==> config.mk <==
export PLATFORM = sky130hd
export DESIGN_NAME = bba_fifo
export DESIGN_NICKNAME = d
export VERILOG_FILES = /design/src/rtl/core/bba_fifo.sv
export SDC_FILE = /design/constraint.sdc
export NUM_CORES = 1
export LEC_CHECK = 0
export BUFFER_PORTS_ARGS = -buffer_cell sky130_fd_sc_hd__buf_2
export CORE_AREA = 3 3 40 42
export CTS_BUF_LIST = sky130_fd_sc_hd__clkbuf_8
export CTS_CLUSTER_SIZE = 14
export DETAILED_ROUTE_END_ITERATION = 8
export DIE_AREA = 0 0 43 45
export PLACE_DENSITY = 0.52
export SLEW_MARGIN = 5
export SYNTH_ARGS = -nofsm -noshare
export SYNTH_HDL_FRONTEND = slang
export SYNTH_SLANG_ARGS = --single-unit
export TNS_END_PERCENT = 50
==> constraint.sdc <==
create_clock -name clock -period 1.5 [get_ports clock]
set_input_delay 0.225 -clock clock [delete_from_list [all_inputs] [get_ports clock]]
set_output_delay 0.225 -clock clock [all_outputs]
set_load 0.1 [all_outputs]
==> src/rtl/core/bba_fifo.sv <==
module bba_fifo #(
   parameter int WIDTH = 1
) (
   input  logic             clock,
   input  logic             reset,
   input  logic             push,
   input  logic [WIDTH-1:0] wdata,
   output logic             full,
   input  logic             pop,
   output logic [WIDTH-1:0] rdata,
   output logic             empty
);

   logic [WIDTH-1:0] mem_ff [2];
   logic             wp_ff, wp_in, rp_ff, rp_in;
   logic [1:0]       cnt_ff, cnt_in;
   logic             do_push, do_pop;

   assign full    = cnt_ff == 2'd2;
   assign empty   = cnt_ff == 2'd0;
   assign do_push = push && !full;
   assign do_pop  = pop && !empty;
   assign rdata   = mem_ff[rp_ff];

   always_comb begin
      wp_in  = do_push ? !wp_ff : wp_ff;
      rp_in  = do_pop ? !rp_ff : rp_ff;
      cnt_in = cnt_ff + 2'(do_push) - 2'(do_pop);
   end

   always_ff @(posedge clock) begin
      if (reset) begin
         wp_ff  <= 1'b0;
         rp_ff  <= 1'b0;
         cnt_ff <= 2'd0;
      end else begin
         wp_ff  <= wp_in;
         rp_ff  <= rp_in;
         cnt_ff <= cnt_in;
      end
      if (do_push) begin
         mem_ff[wp_ff] <= wdata;
      end
   end

endmodule

# ---- Yosys cells after proc, flatten, opt, wreduce, memory -nomap -nowiden
# Memory sizes are Yosys's and may differ from the RTL's. A register that Yosys moved wholly into a read port is not among the register bits.
# Index checks and enable logic that the tools add are counted.
dict set report word_totals {
  ff_bits 4
  mem_bits_rw 2
  inputBits 5
  n_memories 1
  elab_cells 18
}
# memory words word_bits read_ports rd_clocked_by_memory_dff wr line
set memory_table {}
lappend memory_table {mem_ff 2 1 1 1 1 14} ;# logic [WIDTH-1:0] mem_ff [2];
dict set report op_classes {
  muxes 4
  eq_ne 1
  reduce_logical 7
  addsub 2
}
# cell count
set ops {}
lappend ops {{zero test 1 bit} 4}
lappend ops {{2-to-1 mux 1 bit} 4}
lappend ops {{adder 2 x 1 -> 2 bit} 1}
lappend ops {{== test 2 bit (second input constant)} 1}
lappend ops {{logical AND 1 bit} 2}
lappend ops {{zero test 2 bit} 1}
lappend ops {{subtractor 2 x 1 -> 2 bit} 1}

# ---- Longest topological paths before layout
dict set report depth {
  word_depth 5
  depth_mapped 8
}

# ---- Worst setup path before layout
# Ideal clock, no wire load.
dict set report synth_path {
  path_kind {register to output}
  startpoint {reg cnt_ff[1]}
  endpoint {out empty}
  stages_incl_launch_ff 2
  required_ns 1.275
  t_arrival_ns 1.599
  slack_ns -0.324
  cell_sequence {dfxtp_1 > nor2_1}
}
dict set report synth_between {
  elab_chain_len 1
}
# element line
set synth_rtl {}
lappend synth_rtl {{start: declaration} 16} ;# logic [1:0] cnt_ff, cnt_in;
lappend synth_rtl {{start signal: assignment} 39} ;# cnt_ff <= cnt_in;
lappend synth_rtl {{zero test 2 bit} 20} ;# assign empty = cnt_ff == 2'd0;
lappend synth_rtl {{end: declaration} 11} ;# output logic empty
# Every way passes these cells.

# ---- Worst setup path after layout
dict set report layout_path {
  startpoint {reg cnt_ff[1]}
  endpoint {reg cnt_ff[1]}
}
# element line
set layout_lines {}
lappend layout_lines {{zero test 2 bit} 20}
lappend layout_lines {{zero test 1 bit} 22} ;# assign do_pop = pop && !empty;
lappend layout_lines {{logical AND 1 bit} 22}
lappend layout_lines {{via do_pop} 17} ;# logic do_push, do_pop;
lappend layout_lines {{subtractor 2 x 1 -> 2 bit} 28} ;# cnt_in = cnt_ff + 2'(do_push) - 2'(do_pop);
# The timed path passes the listed nets, and every way through them passes these cells.
# A chain may end at the register's enable or synchronous reset.

==> impl_metrics.ini <==
[critical_path]
slowest_stage = dfxtp_1
worst-setup-path-type = reg -> reg
cp_max_fo = 3
critical_path.top_delay_family = adder cells
crit_required_ps = 1650
cpPeakStageDelay_ps = 320
crit_buf_inv = 1
crit_chain = o21a_1 -> ha_1 -> inv_1 -> ha_1 -> xor2_1 -> and2_1 -> nor3_2
crit_top_cell = ha_1
cp-end-kind = flop
worstPathArrival_ps = 1620
startpoint_type = flop

[clock_network]
clk_pin_slew_ps = 40
cts_setup_buffers = 0
clock-sinks = 7
root_buffer = clkbuf_8
cts_tree = done
numCtsBuffers = 3
htreeDepth = 1
postCtsHoldBufs = 0
cts_buffer_depth = 2
worstSkewPairLatency_ps = 220

[final_layout]
nets = 53
area_delta_synth_final_pct = 54.9
fillers = 132
drive_gt1_share_pct = 46.7
antenna_cells = 0

[sta]
period_needed_ps = 1470
relSlewSlack_pct = 68.0
worst_pin_slew_ps = 483
rsz0062_at_grt = yes
hold_viol_final = 0
fmax_mhz = 680
slew_viol_final = 0
tns_ps = 0
finalSetupViolations = 0
fin_crit_sh_pct = 98.0
fin_skew_ps = 2.41
fin_ws_ps = 30.2

[route]
firstDrtPassIters = 2
drt_iter0_drc = 1
vias_per_cell = 3.93
route.vias.total = 236
post-route-drc-count = 0
wl_per_cell_um = 8.12
postRouteAntennaNets = 0
wirelength_um = 487

[synth]
synthCells = 30
yosys_warnings = 0
syn_area_um2 = 305
ys_ff_latch = 7
yosysSeqAreaShare_pct = 52.5
syn_avg_cell_area_um2 = 10.2
synth_nets = 37
netlist-cell-type-count = 19

[run_status]
outcome = finished, final reports clean

[global_routing]
grt_pass1_vias = 204
use_met2_pct = 7.78
grt-ovfl-total = 0
grt_use_total_pct = 6.36
met3_usage_pct = 7.17
antenna_found_initial = 0
grt.met1_usage_pct = 6.36
grt.busiest_layer = met2
grt_max_degree = 6
grt_pass1_wl_um = 779

[run]
drv_cap = 0

[floorplan]
die_w_um = 43
rows = 13
io-pin-count = 8
start_util_pct = 23.8
die_h_um = 45
core_area_um2 = 1280
dieArea_um2 = 1940

[hold_path]
min_path_type = in -> reg

[placement]
hpwl_um = 381
portBuffers = 7
gp_congestion = 0.684
pre_cts_ws_ps = -9.09
==> path summary, 6_finish.rpt <==
check             slack, ps         to      start  cells past startpoint
setup reg to reg         30  cnt_ff[1]  cnt_ff[1]                      7
hold / removal          190  mem_ff[0]      wdata                      1
setup / recovery         30  cnt_ff[1]  cnt_ff[1]                      7
hold reg to reg         480      wp_ff      wp_ff                      2
==> cell families (layout without fill, tap and decap cells) <==
group / after synthesis / count (layout) / share of synthesized area [%]
buf+inv: 4 / 19 / 4.92
mux: 1 / 1 / 3.69
compound gates: 3 / 3 / 5.74
xor+xnor: 2 / 2 / 5.74
simple gates: 11 / 11 / 19.3
flops: 7 / 7 / 52.5
fa+ha+maj: 2 / 2 / 8.20
==> cell usage after synthesis (all sizes together) <==
library cell / instances / area share (%)
dfxtp: 5 / 33
inv: 4 / 4.9
nor2: 4 / 4.9
edfxtp: 2 / 20
ha: 2 / 8.2
a21oi: 1 / 1.6
and2: 1 / 2.1
and3: 1 / 2.5
mux2: 1 / 3.7
nand2: 1 / 1.2
nand2b: 1 / 2.9
nor2b: 1 / 2.1
nor3: 1 / 1.6
o21a: 1 / 2.5
o21ai: 1 / 1.6
or3: 1 / 2.1
xnor2: 1 / 2.9
xor2: 1 / 2.9
==> layout make-up <==
cell class              instances  area [µm²]  share of cell area [%]
flip-flops and latches          7         161                    34.1
multi-input cells              19         138                    29.1
repair buffers                 11        95.1                    20.1
clock buffers                   3        41.3                    8.73
well taps                      15        18.8                    3.97
inverters                       4        15.0                    3.17
clock inverters                 1        3.75                   0.794
==> routing by layer <==
metal / vias to the layer above / share of wire, %
met1: 105 / 44
met4: 0 / 0
met3: 0 / 6.8
met5: - / 0
met2: 4 / 49
li1: 127 / -
==> worst register-to-register path: stages, from the launching register on <==
cell     delay [ps]
dfxtp_1         320
o21a_1          190
ha_1            270
inv_1            40
ha_1            180
xor2_1          150
and2_1          160
nor3_2           90
==> stage by stage <==
stage / cell area, µm² / utilization (%) / cells / hold slack [ps]
after floorplan: 308 / - / 30 / 294
after global placement: 422 / 32.8 / 56 / 418
after detailed placement: 422 / 32.8 / 56 / 419
after CTS: 468 / 36.4 / 60 / 183
after global routing: 473 / 36.8 / 60 / 187
final: 473 / 36.8 / 60 / 188
==> placed cells by master (no fill, tap or decap), drive strengths merged <==
master | synthesis | layout
a21oi | 1 | 1
and2 | 1 | 1
and3 | 1 | 1
buf | 0 | 11
clkbuf | 0 | 3
dfxtp | 5 | 5
edfxtp | 2 | 2
ha | 2 | 2
inv | 4 | 5
mux2 | 1 | 1
nand2 | 1 | 1
nand2b | 1 | 1
nor2 | 4 | 4
nor2b | 1 | 1
nor3 | 1 | 1
o21a | 1 | 1
o21ai | 1 | 1
or3 | 1 | 1
xnor2 | 1 | 1
xor2 | 1 | 1
==> what timing repair did <==
action	CTS	global route
gates resized for setup	1	1
pin swaps	1	0
gates cloned	0	0
hold endpoints to repair	0	0
endpoints found under the setup margin	1	1
Power is not shown: default switching activity piles up to over one toggle a cycle in this logic, so the estimate is an artifact.
