### src/rtl/core/bba_pkg.sv
package bba_pkg;

   typedef struct packed {
      logic        req_type;
      logic [20:0] req_size;
      logic [19:0] free_offset;
   } req_word_type;

   typedef struct packed {
      logic [2:0]  status;
      logic [19:0] block_offset;
      logic [3:0]  block_level;
   } rsp_word_type;

   typedef enum logic [1:0] {
      CMD_ALLOC   = 2'd0,
      CMD_FREE    = 2'd1,
      CMD_RANGE   = 2'd2,
      CMD_BADFREE = 2'd3
   } cmd_kind_type;

   typedef struct packed {
      cmd_kind_type kind;
      logic [3:0]   level;
      logic [19:0]  offset;
   } cmd_type;

   localparam logic       REQ_ALLOC = 1'b0;

   localparam logic [2:0] ST_ALLOC   = 3'd0;
   localparam logic [2:0] ST_FREED   = 3'd1;
   localparam logic [2:0] ST_NOMEM   = 3'd2;
   localparam logic [2:0] ST_RANGE   = 3'd3;
   localparam logic [2:0] ST_BADFREE = 3'd4;

   localparam logic [3:0]  OWNER_NONE   = 4'd15;
   localparam logic [21:0] HEADER_BYTES = 22'd8;
   localparam logic [21:0] SMALL_LIMIT  = 22'd128;

endpackage

### src/rtl/core/bba_front.sv
module bba_front #(
   parameter int LEVELS         = 13,
   parameter int MIN_BLOCK_LOG2 = 8
) (
   input  bba_pkg::req_word_type req_word,
   output bba_pkg::cmd_type      cmd
);

   localparam int POOL_LOG2 = MIN_BLOCK_LOG2 + LEVELS - 1;

   logic [21:0] total;
   logic [21:0] tm1;
   logic [4:0]  p;
   logic        bad_range;
   logic        bad_off;

   always_comb begin
      total = req_word.req_size + bba_pkg::HEADER_BYTES;
      tm1   = total - 22'd1;
      p     = 5'd0;
      for (int i = 0; i < 22; i++) begin
         if (tm1[i]) begin
            p = 5'(i + 1);
         end
      end
      bad_range = (total <= bba_pkg::SMALL_LIMIT) ||
                  (33'(total) > (33'd1 << POOL_LOG2));
      bad_off   = ((32'(req_word.free_offset) >> POOL_LOG2) != 32'd0) ||
                  ((32'(req_word.free_offset) & ((32'd1 << MIN_BLOCK_LOG2) - 32'd1)) != 32'd0);

      cmd.offset = req_word.free_offset;
      cmd.level  = (32'(p) > 32'(MIN_BLOCK_LOG2)) ? 4'(32'(p) - 32'(MIN_BLOCK_LOG2)) : 4'd0;
      if (req_word.req_type == bba_pkg::REQ_ALLOC) begin
         cmd.kind = bad_range ? bba_pkg::CMD_RANGE : bba_pkg::CMD_ALLOC;
      end else begin
         cmd.kind = bad_off ? bba_pkg::CMD_BADFREE : bba_pkg::CMD_FREE;
      end
   end

endmodule

### config.mk
export PLATFORM = sky130hd
export DESIGN_NAME = bba_front
export DESIGN_NICKNAME = d
export VERILOG_FILES = /design/src/rtl/core/bba_pkg.sv /design/src/rtl/core/bba_front.sv
export SDC_FILE = /design/constraint.sdc
export NUM_CORES = 1
export LEC_CHECK = 0
export BUFFER_PORTS_ARGS = -buffer_cell sky130_fd_sc_hd__buf_2
export CAP_MARGIN = 20
export CORE_MARGIN = 2
export CORE_UTILIZATION = 55
export DETAILED_ROUTE_END_ITERATION = 12
export PLACE_DENSITY = 0.95
export SETUP_SLACK_MARGIN = 0.4
export SYNTH_ARGS = -nofsm -noshare
export SYNTH_HDL_FRONTEND = slang
export SYNTH_SLANG_ARGS = --single-unit
### constraint.sdc
create_clock -name vclk -period 5.6
set_input_delay 0.56 -clock vclk [all_inputs]
set_output_delay 0.56 -clock vclk [all_outputs]
set_load 0.02 [all_outputs]
# Word-level counts from Yosys, hierarchy flattened
# Cells that the tools add are included.
[totals]
regBits = 0
in_bits = 42
[op_classes]
addsub = 3
order_cmp = 3
muxes = 26
n_reduce_logical = 2
[op_table]
columns = ["operator", "n"]
rows = [
  ["$mux W5", 20],
  ["$reduce_bool A32 Y1", 1],
  ["$add A21 B4 Y22 const B", 1],
  ["$gt A22 B21 Y1 const B", 1],
  ["$le A22 B8 Y1 const B", 1],
  ["$sub A22 B1 Y22 const B", 1],
  ["$mux W2", 4],
  ["$gt A5 B4 Y1 const B", 1],
  ["$mux W4", 1],
  ["$sub A4 B4 Y4 const B", 1],
  ["$logic_or A1 B1 Y1", 1],
  ["$mux W1", 1],
]

# Logic depth before layout (Yosys ltp)
# Gate-level depths: netlist of run 1.
[logic_depth]
ltp_word = 26
ltp_mapped = 12

# Least setup slack after synthesis of run 1
# OpenSTA, ideal clock, no wires.
[synth_path]
path_kind = "input to output"
startpoint = "in req_word[23] (netlist name)"
endpoint = "out cmd[21] (netlist name)"
arrival_ns = 3.240
t_required_ns = 5.040
setup_slack_ns = 1.800
path_stages = 10
n_path_buf = 1
cell_sequence = "ha_1 > nand4_2 > or2_2 > a32oi_2 > nor3_4 > and2_1 > buf_6 > a41o_1 > or4b_4 > o21ai_0"
[synth_lines]
columns = ["item", "line_no", "text"]
rows = [
  ["from (decl)", "bba_front.sv:5", "input bba_pkg::req_word_type req_word,"],
  ["to (decl)", "bba_front.sv:6", "output bba_pkg::cmd_type cmd"],
]

==> run_results.csv, run 1 <==
group,metric,value,unit
power_and_ir_drop,ir_drop,41.3,uV
timing,hold_ws,1120,ps
clock_tree,ctsResizeCount,0,
power_and_ir_drop,swShare,61.0,%
worst_hold_path,hold_start,"req_word[10]",
route,via_count,1713,
route,drc_errors,0,
timing,slew_headroom,55.1,%
global_route,grt_pass1_wl,6330,um
timing,rsz0062_at_grt,"false",
placed_design,place_area,1660,um^2
worst_setup_path,critPathBufInv,2,
placed_design,gp_congestion,0.908,
floorplanning,num_rows,19,
route,ant_nets,0,
worst_hold_path,hold_path_class,"in -> out",
power_and_ir_drop,pwr_density_cell,56.1,nW/um^2
placed_design,hpwl,3160,um
global_route,grt_pass1_vias,1480,
yosys,ys.warnings.count,0,
timing,worstMarginPinSlew,656,ps
outcome,outcome,"finished, final reports clean",
global_route,grt-ovfl-total,0,
global_route,gr-usage-all-layers,22.4,%
worst_hold_path,hold-path-endpoint,"cmd[10]",
worst_setup_path,start_kind,"input pin",
route,drt-wirelength-per-cell,13.7,um
worst_setup_path,critPathSlowestCell,"nor4_1",
finish,area_growth,2.64,%
worst_hold_path,min_path_cells,0,
yosys,synth_area,1610,um^2
floorplanning,die_x,58.2,um
floorplanning,die_h,58.2,um
yosys,ys_types,63,
floorplanning,initial_core_util,58.0,%
worst_setup_path,cp_max_fo,10,
route,vias_per_cell,6.30,
worst_setup_path,end_kind,"primary output",
finish,drive_gt1_share,25.7,%
route,drt_iter0_drc,69,
power_and_ir_drop,seqPwrFrac,0,%
timing,finalSetupTns,0,ps
clock_tree,cts.hold.buffers_added,0,
worst_setup_path,worstPathArrival,3830,ps
timing,period_minus_slack,4390,ps
route,drt_wl_total,3730,um
worst_setup_path,critPathMaxStageDelay,630,ps
finish,stdcell_area,1660,um^2
finish,layout.nets,289,
timing,setup_viol_count_final,0,
yosys,synth_nets,274,
yosys,synth.top_cell.area_share,9.78,%
power_and_ir_drop,comb_power_share,100.0,%
power_and_ir_drop,p_int,0.0362,mW
global_route,grt_start_max_net_pins,15,
clock_tree,cts_setup_buffers,0,
job,drv_cap,0,
yosys,ys_seq_area_share,0,%
finish,diodes,0,
timing,max_freq,0.228,GHz
power_and_ir_drop,p_clk_share,0,%
finish,seqCellArea,0,um^2
finish,filler_cell_count,240,
worst_setup_path,path_delay_family,"simple AND/OR/NAND/NOR gates",
worst_setup_path,crit_type,"in -> out",
power_and_ir_drop,switchingPower,0.0567,mW
timing,finalHoldViolCount,0,
timing,maxSlewViolCount,0,
finish,multiInputGateArea,1370,um^2
power_and_ir_drop,p_leak,0.609,nW
route,dr.pass1.iters,4,
finish,clock_buffers,0,
global_route,grt_antenna_before_repair,0,
floorplanning,io_pins,68,
floorplanning,die_area,3380,um^2
floorplanning,core-area,2780,um^2
timing,layout_worst_path_cycle_share,78.4,%
yosys,synthCells,228,
yosys,yosys-top-cells-area,"buf_4, xnor2_1, xor2_1, or3_1, nor2_1",
worst_setup_path,crit_required,5040,ps
finish,final_util,59.5,%
placed_design,io_buffers,44,
finish,seq_cells,0,
worst_setup_path,crit_chain,"buf_2 -> ha_1 -> nand4_2 -> nor4_1 -> nand2_1 -> a21oi_1 -> o211ai_1 -> xnor2_1 -> or4b_4 -> o31ai_1 -> a21oi_1 -> buf_2",
yosys,yosysTopAreaCell,"buf_4",
yosys,syn_area_per_cell,7.07,um^2
[logic make-up (layout without fill, tap and decap cells)]
logic type	Yosys count	after routing	share of synthesized area [%]
AO/OA/AOI/OAI	50	50	24.4
XOR/XNOR	28	28	15.2
adder cells (fa/ha/maj)	4	4	3.10
buffers and inverters	37	50	14.8
multiplexers	3	3	1.94
AND/OR/NAND/NOR	106	106	40.5
[through the flow]
step | setup slack [ps] | power [mW] | instances
finish | 1210 | 0.0929 | 272
global route | 954 | 0.103 | 272
CTS | 1210 | 0.0920 | 272
detailed placement | 1230 | 0.0915 | 272
global placement | 1430 | 0.0890 | 272
floorplan | 1800 | 0.0797 | 228
[cells in the final DEF, fill, tap and decap left out, types with 2 or more instances in the layout]
master | synthesis | layout
a2111oi_0 | 2 | 2
a211o_1 | 2 | 2
a211oi_1 | 2 | 2
a21bo_2 | 2 | 2
a21boi_0 | 3 | 3
a21o_1 | 2 | 2
a21oi_1 | 6 | 6
a32oi_1 | 3 | 3
and2_1 | 6 | 6
and3_1 | 2 | 2
and4_1 | 2 | 2
buf_2 | 5 | 44
ha_1 | 4 | 4
inv_1 | 6 | 6
mux2i_1 | 2 | 2
nand2_1 | 13 | 13
nand2b_1 | 2 | 2
nand3_1 | 10 | 10
nand3b_1 | 3 | 3
nand4_1 | 9 | 9
nand4_2 | 2 | 2
nor2_1 | 16 | 16
nor3_1 | 7 | 7
nor3_2 | 2 | 2
nor4_1 | 6 | 6
o211ai_1 | 3 | 3
o21ai_0 | 9 | 9
o31ai_1 | 2 | 2
or3_1 | 12 | 12
or4b_4 | 2 | 2
xnor2_1 | 14 | 14
xor2_1 | 14 | 14
[power by group through the flow]
| stage | registers, mW | logic [mW] | clock network (mW) |
|---|---|---|---|
| 2_1_floorplan | 0 | 0.0797 | 0 |
| 3_3_place_gp | 0 | 0.0890 | 0 |
| 3_5_place_dp | 0 | 0.0915 | 0 |
| 4_1_cts | 0 | 0.0920 | 0 |
| 5_1_grt | 0 | 0.103 | 0 |
| 6_report | 0 | 0.0929 | 0 |
[how the worst max path moves through the flow]
stage	end	start	cells past startpoint	slack, ps
3_3_place_gp	cmd[20]	req_word[23]	12	1430
5_1_grt	cmd[20]	req_word[23]	12	950
3_5_place_dp	cmd[20]	req_word[23]	12	1230
2_1_floorplan	cmd[21]	req_word[23]	10	1800
6_report	cmd[20]	req_word[23]	12	1210
4_1_cts	cmd[20]	req_word[23]	12	1210
[area by class of cell]
cell class                      instances  area share, %
Timing Repair Buffer                   44           13.3
Multi-Input combinational cell        191           83.0
Tap cell                               31           2.34
Inverter                                6           1.36
[synthesized netlist by cell type, drive strengths merged (3+ instances only)]
master  instances
inv             6
a21boi          3
nor4            6
buf            29
nor2           17
nand3b          3
nand3          11
a21oi           6
o21ai           9
xnor2          14
xor2           14
o211ai          3
ha              4
or3            13
a32oi           4
nand4          11
a211oi          3
nor3           10
nand2          13
and2            6
[routing by layer]
layer | track usage (%) | vias to the layer above | part of all wire (%)
li1 | - | 868 | -
met1 | 31.5 | 784 | 46
met2 | 38.3 | 55 | 47
met3 | 0.893 | 6 | 5.9
met4 | 4.32 | 0 | 1.3
met5 | 0 | - | 0
Power figures use the tool's default switching activity.
==> inputs of run 2 (changes only) <==
Settings changed: ABC_AREA set to 1, CORE_UTILIZATION 55 to 47, PLACE_DENSITY 0.95 to 0.86.
Clock period 5.6 ns to 3.5 ns, I/O delays scaled along.
==> run_results.csv, run 2 <==
group,metric,value,unit
yosys,ys_types,35,
timing,max_freq,0.295,GHz
global_route,grt_antenna_before_repair,0,
worst_setup_path,start_kind,"input pin",
floorplanning,die_area,4080,um^2
yosys,ys.warnings.count,0,
placed_design,dp.cells,381,
job,drv_cap,0,
power_and_ir_drop,p_leak,1.22,nW
worst_setup_path,crit_type,"in -> out",
route,vias_per_cell,5.47,
finish,stdcell_area,2440,um^2
timing,worstMarginPinSlew,456,ps
finish,drive_gt1_share,47.0,%
finish,seqCellArea,0,um^2
worst_setup_path,worstPathArrival,3040,ps
finish,stdcell_count,410,
power_and_ir_drop,ir_drop,68.4,uV
yosys,synthCells,310,
worst_setup_path,end_kind,"primary output",
timing,finalHoldViolCount,0,
global_route,gr-usage-all-layers,21.2,%
floorplanning,core-area,3390,um^2
power_and_ir_drop,pwr_density_cell,96.5,nW/um^2
clock_tree,cts.hold.buffers_added,0,
route,dr.pass1.iters,8,
placed_design,gp_congestion,0.856,
global_route,grt-ovfl-total,0,
timing,slew_headroom,69.5,%
yosys,yosys-top-cells-area,"nand2_1, buf_4, inv_1, nand3_1, nor2_1",
finish,final_common_cell,"nand2_1",
finish,multiInputGateArea,1690,um^2
finish,clock_buffers,0,
worst_setup_path,cp_max_fo,7,
route,via_count,2244,
finish,final_cell_mix,"nand2_1, buf_2, inv_1",
route,drt_wl_total,5910,um
floorplanning,die_x,63.9,um
floorplanning,initial_core_util,49.8,%
yosys,synth.top_cell.area_share,21.4,%
finish,filler_cell_count,236,
yosys,syn_area_per_cell,5.44,um^2
placed_design,hpwl,3190,um
route,drc_errors,0,
yosys,synth_area,1690,um^2
timing,period_minus_slack,3390,ps
floorplanning,num_rows,21,
yosys,synth_nets,356,
yosys,ys_top_cells_by_count,"nand2_1, inv_1, nor2_1, nand3_1, buf_4",
route,drt-wirelength-per-cell,14.4,um
floorplanning,die_h,63.9,um
route,drt_iter0_drc,172,
route,ant_nets,0,
global_route,grt_pass1_vias,1923,
worst_hold_path,hold_path_class,"in -> out",
yosys,yosysTopAreaCell,"nand2_1",
yosys,ys_seq_area_share,0,%
timing,setup_viol_count_final,0,
placed_design,io_buffers,44,
timing,maxSlewViolCount,0,
worst_setup_path,crit_required,3150,ps
global_route,grt_start_max_net_pins,10,
outcome,outcome,"finished, final reports clean",
timing,layout_worst_path_cycle_share,96.8,%
finish,area_growth,44.9,%
finish,seq_cells,0,
floorplanning,io_pins,68,
finish,layout.nets,412,
yosys,yosysMostFrequentCell,"nand2_1",
finish,diodes,0,
global_route,grt_pass1_wl,7420,um
placed_design,place_area,1820,um^2
timing,rsz0062_at_grt,"true",
## run 2: changes by cell type after synthesis, moves of 12 or more
cell,delta
nand2_2,+13
nand2_1,+83
xnor2_1,-12
inv_1,+32
or3_1,-12
nor2_1,+16
nand3_1,+18
## run 2: repair_timing
item / CTS / global route
gates resized for setup: 33 / 54
endpoints found under the setup margin: 4 / 4
endpoints found under the hold margin: 0 / 0
pin swaps: 16 / 30
setup buffers: 14 / 15
## run 2: worst paths after layout
check	startpoint	end	slack, ps	depth (start not counted)
hold / removal	req_word[11]	cmd[11]	700	0
setup / recovery	req_word[23]	cmd[21]	110	21
## run 2: through the flow
step           hold WS (ps)  TNS, ps  util [%]  power [mW]  worst slack (ps)
4_1_cts                 700        0      61.4       0.185               401
3_3_place_gp            700        0      53.7       0.163               325
3_5_place_dp            700        0      53.7       0.166               181
6_report                700        0      72.1       0.236               111
5_1_grt                 700     -151      72.1       0.254             -67.1
2_1_floorplan           813        0         -       0.140               551
## run 2: power by group
part | switching (mW) | internal, mW | total, mW | leakage (nW)
clock network | 0 | 0 | 0 | 0
logic | 0.145 | 0.0905 | 0.236 | 1.22
registers | 0 | 0 | 0 | 0
total | 0.145 | 0.0905 | 0.236 | 1.22
## run 2: cell type report
cell class | count | area share [%]
multi-input cells | 242 | 69.1
inverters | 47 | 7.32
well taps | 46 | 2.36
repair buffers | 75 | 21.2
## run 2: logic make-up after synthesis
group                      count (synthesis)  share of synthesized area, %
and+or+nand+nor                          215                          64.7
buffers and inverters                     68                          19.9
xor gates and xnor gates                  14                          9.05
AOI/OAI and AO/OA                          9                          3.41
adders and majority gates                  4                          2.97
## run 2: per-layer routing
metal | track usage (%) | vias to the layer above | wire, um
met1 | 23.7 | 1020 | 2210
met5 | 0 | - | 0
li1 | - | 1053 | -
met4 | 6.52 | 0 | 245
met3 | 1.41 | 38 | 409
met2 | 41.8 | 133 | 3040
## run 2: critical path, stage by stage
cell     delay (ps)
buf_12          100
ha_4            160
nand2_4          70
nor2_4          140
buf_6           140
nand2_4          70
xor2_4          160
inv_2            70
nor2_4          150
buf_4           140
nand3_4          80
nor2_4          160
xor2_4          230
nand4_1         160
nor2_1          200
nand3_2         140
nor2_4          130
nand3_2          90
nand2_4         100
nor2_1           40
buf_4           150
